==> src/design/matrix_inverse_cofactor_assert.svh <==
// Assertion macros for the matrix inverse block.
// Depends on nothing; the including module supplies clk and rst_n.
`ifndef MATRIX_INVERSE_COFACTOR_ASSERT_SVH
`define MATRIX_INVERSE_COFACTOR_ASSERT_SVH
`ifndef SYNTHESIS
// Same-cycle implication under reset.
`define MIC_ASSERT_IMPLY(lbl, ante, cons) \
    lbl: assert property (@(posedge clk) disable iff (!rst_n) (ante) |-> (cons)) \
        else $error("matrix inverse: same-cycle check failed");
// Next-cycle implication under reset.
`define MIC_ASSERT_NEXT(lbl, ante, cons) \
    lbl: assert property (@(posedge clk) disable iff (!rst_n) (ante) |=> (cons)) \
        else $error("matrix inverse: next-cycle check failed");
`else
`define MIC_ASSERT_IMPLY(lbl, ante, cons)
`define MIC_ASSERT_NEXT(lbl, ante, cons)
`endif
`endif

==> src/design/mic_pkg.sv <==
// Shared constants, types and the Q16.16 saturation function of the matrix inverse block.
// Used by mic_divider and matrix_inverse_cofactor; depends on nothing.
package mic_pkg;

    localparam int MAX_ORDER_DEF = 4;
    localparam int ORDER_W       = 3;
    localparam logic [ORDER_W-1:0] ORDER_RESET = 3'd4;
    localparam int LIMB_W        = 32;
    localparam int FRAC_W        = 16;
    localparam int SUM_GUARD     = 11;
    localparam int QUOT_BITS     = 33;

    // Request from the sequencer to the divider.
    typedef struct packed {
        logic go;
        logic neg;
    } div_ctl_t;

    // Saturate a sign and magnitude to a signed 32-bit word.
    function automatic logic [31:0] sat_q32(input logic big, input logic [31:0] mag,
                                            input logic neg);
        logic [31:0] res;
        if (!neg)
        begin
            res = (big || mag[31]) ? 32'h7FFF_FFFF : mag;
        end
        else
        begin
            res = (big || (mag > 32'h8000_0000)) ? 32'h8000_0000 : (~mag) + 32'd1;
        end
        return res;
    endfunction

endpackage

==> src/design/mic_divider.sv <==
// Restoring divider: round(num * 2^32 / den), ties away from zero, saturated to Q16.16.
// Depends on mic_pkg.
module mic_divider #(
    parameter int MAG_W = 139
) (
    input  logic                   clk,
    input  logic                   rst_n,
    input  mic_pkg::div_ctl_t      ctl,
    input  logic [MAG_W-1:0]       num_mag,
    input  logic [MAG_W-1:0]       den_mag,
    output logic                   done,
    output logic [31:0]            quot
);

    localparam int DW    = MAG_W + mic_pkg::LIMB_W + 2;
    localparam int CNT_W = $clog2(mic_pkg::QUOT_BITS);
    localparam logic [1:0] DV_IDLE  = 2'd0;
    localparam logic [1:0] DV_RUN   = 2'd1;
    localparam logic [1:0] DV_ROUND = 2'd2;

    logic [1:0]                      st_reg, st_next;
    logic [CNT_W-1:0]                cnt_reg;
    logic                            done_reg;
    logic [DW-1:0]                   rem_reg, dsh_reg;
    logic [mic_pkg::QUOT_BITS-1:0]   q_reg;
    logic                            sat_reg, neg_reg;
    logic [31:0]                     quot_reg;

    logic [DW-1:0]                   num_ext, den_ext, den_sh32, den_sh33, rem_sub;
    logic                            rem_ge, round_up, big;
    logic [mic_pkg::QUOT_BITS:0]     q_round;

    // Operand alignment and one compare and subtract per step.
    assign num_ext  = DW'({num_mag, {mic_pkg::LIMB_W{1'b0}}});
    assign den_ext  = DW'(den_mag);
    assign den_sh32 = DW'({den_mag, {mic_pkg::LIMB_W{1'b0}}});
    assign den_sh33 = den_sh32 << 1;
    assign rem_ge   = rem_reg >= dsh_reg;
    assign rem_sub  = rem_reg - dsh_reg;
    assign round_up = (rem_reg << 1) >= den_ext;
    assign q_round  = {1'b0, q_reg} + (mic_pkg::QUOT_BITS + 1)'(round_up);
    assign big      = sat_reg | (|q_round[mic_pkg::QUOT_BITS:32]);

    // Step sequencing.
    always_comb
    begin
        st_next = st_reg;
        unique case (st_reg)
            DV_IDLE:  if (ctl.go) st_next = DV_RUN;
            DV_RUN:   if (cnt_reg == CNT_W'(mic_pkg::QUOT_BITS - 1)) st_next = DV_ROUND;
            DV_ROUND: st_next = DV_IDLE;
            default:  st_next = DV_IDLE;
        endcase
    end

    always_ff @(posedge clk or negedge rst_n)
    begin
        if (!rst_n)
        begin
            st_reg   <= DV_IDLE;
            cnt_reg  <= '0;
            done_reg <= 1'b0;
        end
        else
        begin
            st_reg   <= st_next;
            done_reg <= (st_reg == DV_ROUND);
            if (st_reg == DV_RUN)
            begin
                cnt_reg <= cnt_reg + CNT_W'(1);
            end
            else
            begin
                cnt_reg <= '0;
            end
        end
    end

    // Remainder, shifted divisor and quotient bits.
    always_ff @(posedge clk)
    begin
        if (st_reg == DV_IDLE && ctl.go)
        begin
            rem_reg <= num_ext;
            dsh_reg <= den_sh32;
            sat_reg <= num_ext >= den_sh33;
            neg_reg <= ctl.neg;
            q_reg   <= '0;
        end
        else if (st_reg == DV_RUN)
        begin
            if (rem_ge)
            begin
                rem_reg <= rem_sub;
            end
            q_reg   <= {q_reg[mic_pkg::QUOT_BITS-2:0], rem_ge};
            dsh_reg <= dsh_reg >> 1;
        end
        else if (st_reg == DV_ROUND)
        begin
            quot_reg <= mic_pkg::sat_q32(big, q_round[31:0], neg_reg);
        end
    end

    assign done = done_reg;
    assign quot = quot_reg;

endmodule

==> config.mk <==
export PLATFORM = sky130hd
export DESIGN_NAME = mic_divider
export DESIGN_NICKNAME = d
export VERILOG_FILES = /design/src/design/matrix_inverse_cofactor_assert.svh /design/src/design/mic_pkg.sv /design/src/design/mic_divider.sv
export SDC_FILE = /design/constraint.sdc
export NUM_CORES = 2
export LEC_CHECK = 0
export BUFFER_PORTS_ARGS = -buffer_cell sky130_fd_sc_hd__buf_2
export CELL_PAD_IN_SITES_DETAIL_PLACEMENT = 0
export CELL_PAD_IN_SITES_GLOBAL_PLACEMENT = 1
export CORE_UTILIZATION = 50
export CTS_BUF_LIST = sky130_fd_sc_hd__clkbuf_16
export CTS_CLUSTER_DIAMETER = 200
export DETAILED_ROUTE_END_ITERATION = 16
export PLACE_DENSITY_LB_ADDON = 0.05
export SLEW_MARGIN = 20
export SYNTH_ARGS = -nofsm -noshare
export SYNTH_HDL_FRONTEND = slang
export SYNTH_SLANG_ARGS = --single-unit
==> constraint.sdc <==
create_clock -name clk -period 20.9 [get_ports clk]
set_input_delay 1.045 -clock clk [delete_from_list [all_inputs] [get_ports clk]]
set_output_delay 1.045 -clock clk [all_outputs]
set_load 0.02 [all_outputs]
After elaboration in Yosys (flattened, before gate mapping)
Index checks and enable logic that the tools add are counted.
W data, S select, Z words.
- logic and storage cells: 51
- register bits after elaboration: 420
- output and inout bits: 33
- order comparisons: 4
- eq/ne operators: 5
- bitwise operators: 4
- $add $sub $neg: 4
- muxes and demuxes: 12
- reductions and logical operators: 11
- operator list (operator ; count):
    $mux W171 ; 5
    $ge A173 B139 Y1 ; 1
    $ge A173 B171 Y1 ; 1
    $sub A173 B171 Y173 ; 1
    $ge A171 B172 Y1 ; 1
    $mux W32 ; 3
    $add A33 B1 Y34 ; 1
    $add A32 B1 Y32 const B ; 1
    $gt A32 B32 Y1 const B ; 1
    $not A32 Y32 ; 1
    $add A6 B1 Y6 const B ; 1
    $eq A6 B6 Y1 const B ; 1
    $mux W6 ; 1
    $reduce_and A2 Y1 ; 3
    $mux W2 ; 2
    $ne A2 B2 Y1 const B ; 2
    $pmux W2 S2 ; 1
    $reduce_bool A2 Y1 ; 2
    $reduce_and A3 Y1 ; 1
    $eq A2 B1 Y1 const B ; 1
    $eq A2 B2 Y1 const B ; 1
    $logic_not A2 Y1 ; 1
    $logic_or A1 B1 Y1 ; 2
    $not A1 Y1 ; 2
    3 further kinds ; 3

Longest topological paths before layout
- word-level depth: 7
- depth in mapped cells: 31
- depth with buffers taken out: 30

Worst setup path after synthesis
No wires, ideal clock.
- path type: reg2reg
- from: register rem_reg[143]
- to: register rem_reg[100], enable pin
- data required time: 20397 ps
- arrival time: 6175 ps
- buffers on the path: 4
- setup slack: 14222 ps
- stages on the path, launching flop included: 16
- cells stage by stage: edfxtp_1 ha_1 clkbuf_1 nand2_1 or3_1 nor3_1 nand3_1 or4_1 o211ai_2 nor3_1 a211oi_4 inv_2 buf_2 clkbuf_1 buf_1 nand2_1
- word-level cells in the longest chain between the ends: 3
- ends and longest elaborated chain (what ; line ; RTL):
    start, declared ; mic_divider.sv:24 ; logic [DW-1:0] rem_reg, dsh_reg;
    start signal, assigned ; mic_divider.sv:84 ; rem_reg <= num_ext;
    start signal, assigned ; mic_divider.sv:94 ; rem_reg <= rem_sub;
    $ge A173 B171 Y1 ; mic_divider.sv:38 ; assign rem_ge = rem_reg >= dsh_reg;
    $reduce_bool A2 Y1 (no source line) ; n/a ;
    $reduce_and A2 Y1 (no source line) ; n/a ;
No other way between the ends.
A chain may end at the register's enable or synchronous reset.

Worst setup path after layout
- from: input port den_mag[108]
- to: register quot_reg[14] (netlist: quot[14]) (data pin)
- word-level cells in the longest chain between the ends: 7
- elaborated cells between the ends (all ways): 12
- those cells by class: add/sub (2); order compare (2); mux (3); bitwise (2); reduce/logical (3)
- ends and longest elaborated chain (what ; line ; RTL):
    start, declared ; mic_divider.sv:10 ; input logic [MAG_W-1:0] den_mag,
    $ge A173 B139 Y1 * ; mic_divider.sv:40 ; assign round_up = (rem_reg << 1) >= den_ext;
    $add A33 B1 Y34 * ; mic_divider.sv:41 ; assign q_round = {1'b0, q_reg} + (mic_pkg::QUOT_BITS + 1)'(round_up);
    branches (longest 4 deep; another with $add A32 B1 Y32) ; n/a ;
    $mux W32 * ; mic_pkg.sv:23 ; if (!neg)
    end signal, assigned ; mic_divider.sv:101 ; quot_reg <= mic_pkg::sat_q32(big, q_round[31:0], neg_reg);
    end, declared ; mic_divider.sv:27 ; logic [31:0] quot_reg;
Mark *: on every way between the ends.

==> qor.yml <==
route.antenna.remaining_nets: 0
vias_per_cell: 6.27
end_kind: "flop"
ioPinCount: 315
place.gp.congestion: 1.00
clock_path_buffers: 3
die_h_um: 270
period_minus_slack_ns: 7.68
place_hpwl_mm: 108
worstMarginPinSlew_ns: 1.08
cts_buffers: 51
critical_path_class: "in -> reg"
rsz0062_at_grt: "no"
grt_pass1_wl_mm: 203
ys_seq_area_frac: 0.323
drive_gt1_frac: 0.101
synth_area_um2: 35900
grt_pass1_vias: 32730
htree_levels: 2
clock-root-buffer: "clkbuf_16"
synthCells: 4312
drc_errors: 0
wl_mm: 135
avgSynthCellArea_um2: 8.32
max-slew-margin-rel: 0.273
yosys_warnings: 0
cts_hold_buf: 0
vias: 34404
ys_async_sr_fraction: 0.0214
antenna_found_initial: 3
required_ns: 21.37
cts_tree: "built"
final_common_cell: "nand2_1"
numPortBuffers: 314
slowest_delay_ns: 0.84
grt-ovfl-total: 0
maxSlewViolCount: 0
final_cell_mix: "nand2_1, ha_1, a21oi_1, inv_1, o21ai_0"
synth_edf_count: 312
final_cells: 5483
grt_start_max_net_pins: 113
coreArea_um2: 70500
rows: 97
hold_class: "in -> async"
placed_cells: 5390
dieWidth_um: 270
firstDrtPassIters: 7
syn-num-nets: 5048
setup_violations: 0
period_share: 0.367
status: "complete, no violations"
wl_per_cell_um: 24.7
synth_ff_type: "edfxtp_1"
clk_pin_slew_ns: 0.06
dieArea_um2: 72800
peakVddDrop_uv: 130
hold_viol: 0
ctsResizeCount: 0
path_max_fanout: 29
total_power_w: 0.00750
largest_reg_flops: 173
cp-start-kind: "input pin"
syn2layout_area_growth_pct: 10.7
cp.arrival_ns: 8.15
p_leak_nw: 17.4
clkLatencyLatePin_ns: 0.64
hold-worst-slack_ns: 0.270
crit_path_top_delay_cell: "nor4_1"
fin_ws_ns: 13.22
start_util: 0.509
track_usage: 0.362
synth-seq-cells: 420
path_cells: "buf_2, inv_1, ha_1, nand4_1, nor4_1, nand2_1, nor4_1, a31oi_1, nand3_1, a2111oi_0, a32oi_1, ha_1, and4_1, nand2_1, nor4_1, nand3_1, xor2_1, nand3_1, nor2_1, nand4_1, nand2_1, o21ai_0, a22oi_1"
clock_sinks: 420
fmax_mhz: 130
final_nets: 5240
yosysUniqueCellTypes: 90
fin_tns_setup_ns: 0
powerDensity_nw_per_um2: 189
maxCapViolCount: 0
drt_iter0_drc: 3579
cts_setup_buffers: 0
preCtsSetupSlack_ns: 12.76
clock_skew_ns: 0.0220
-- per-stage QoR --
stage / utilization / cell area [um2]
final: 0.563 / 39700
after global placement: 0.539 / 38000
after CTS: 0.563 / 39700
after detailed placement: 0.539 / 38000
after floorplan: - / 35900
after global routing: 0.563 / 39700
-- area by class of cell --
type / instances / area (um2)
antenna: 1 / 2.50
clock buffer: 53 / 1330
clock inverter: 38 / 313
fill: 6752 / 30800
inverter: 385 / 1460
multi-input combinational: 3311 / 22100
sequential: 420 / 11600
tap: 940 / 1180
timing repair buffer: 335 / 1750
-- worst max-delay path: cells and delay by family --
| kind | cells | cell delay, ns |
|---|---|---|
| xor+xnor | 1 | 0.30 |
| simple gates | 13 | 4.54 |
| buf+inv | 2 | 0.29 |
| fa+ha+maj | 2 | 0.72 |
| compound gates | 5 | 1.21 |
-- final timing paths --
kind / from / to / slack [ns] / depth (start not counted)
min in group clk: q_reg[0] / q_reg[0] / 0.47 / 2
setup / recovery: den_mag[108] / quot[14] / 13.22 / 23
hold reg to reg: q_reg[0] / q_reg[0] / 0.47 / 2
hold / removal: rst_n / cnt_reg[2] / 0.27 / 1
setup reg to reg: rem_reg[101] / quot[14] / 13.41 / 21
max in group asynchronous: rst_n / cnt_reg[5] / 20.43 / 1
-- cells in the mapped netlist (all sizes together), types with 9 or more instances --
master    n  area, um2
nor4     42        275
a21boi   19        143
and2     15       93.8
o211ai    9       77.6
ha      453       5670
a221oi   12        105
a31oi    31        200
nand2b   52        325
buf      44        209
dfrtp     9        225
nor2b    62        388
dfxtp    99       1980
nand3    52        260
nor2    216        811
edfxtp  312       9370
a211oi   11        105
and4     13        114
o31ai    13        103
a21o    150       1130
a21oi   399       2000
nand4   158        995
o21ai   401       2010
o22ai   171       1070
inv     384       1440
xnor2   115       1010
and3     24        150
xor2     85        744
nand2   488       1830
or2      11       68.8
a22oi    23        173
or3      19        119
nor3     51        260
clkbuf  152        572
o21bai   55        413
o221ai    9       85.1
o21a     27        203
a22o     33        289
-- power breakdown --
group | internal, W | leakage (nW) | switching (W)
Clock | 0.000499 | 0.819 | 0.000391
Sequential | 0.00145 | 4.25 | 0.000289
Combinational | 0.00174 | 12.4 | 0.00313
-- logic make-up after synthesis --
logic type	synth area share
AOI/OAI and AO/OA	0.243
DFF	0.323
buffers and inverters	0.0620
xor gates and xnor gates	0.0488
and+or+nand+nor	0.164
muxes	0.00146
adders and majority gates	0.159
-- metal layers --
layer	share of wire	vias up	GRT usage
met2	0.45	1568	0.577
met4	0.039	0	0.130
met5	0	-	0
met3	0.082	235	0.0500
met1	0.43	16386	0.501
li1	-	16215	-
Note: power is estimated with default switching activity, not from simulation.
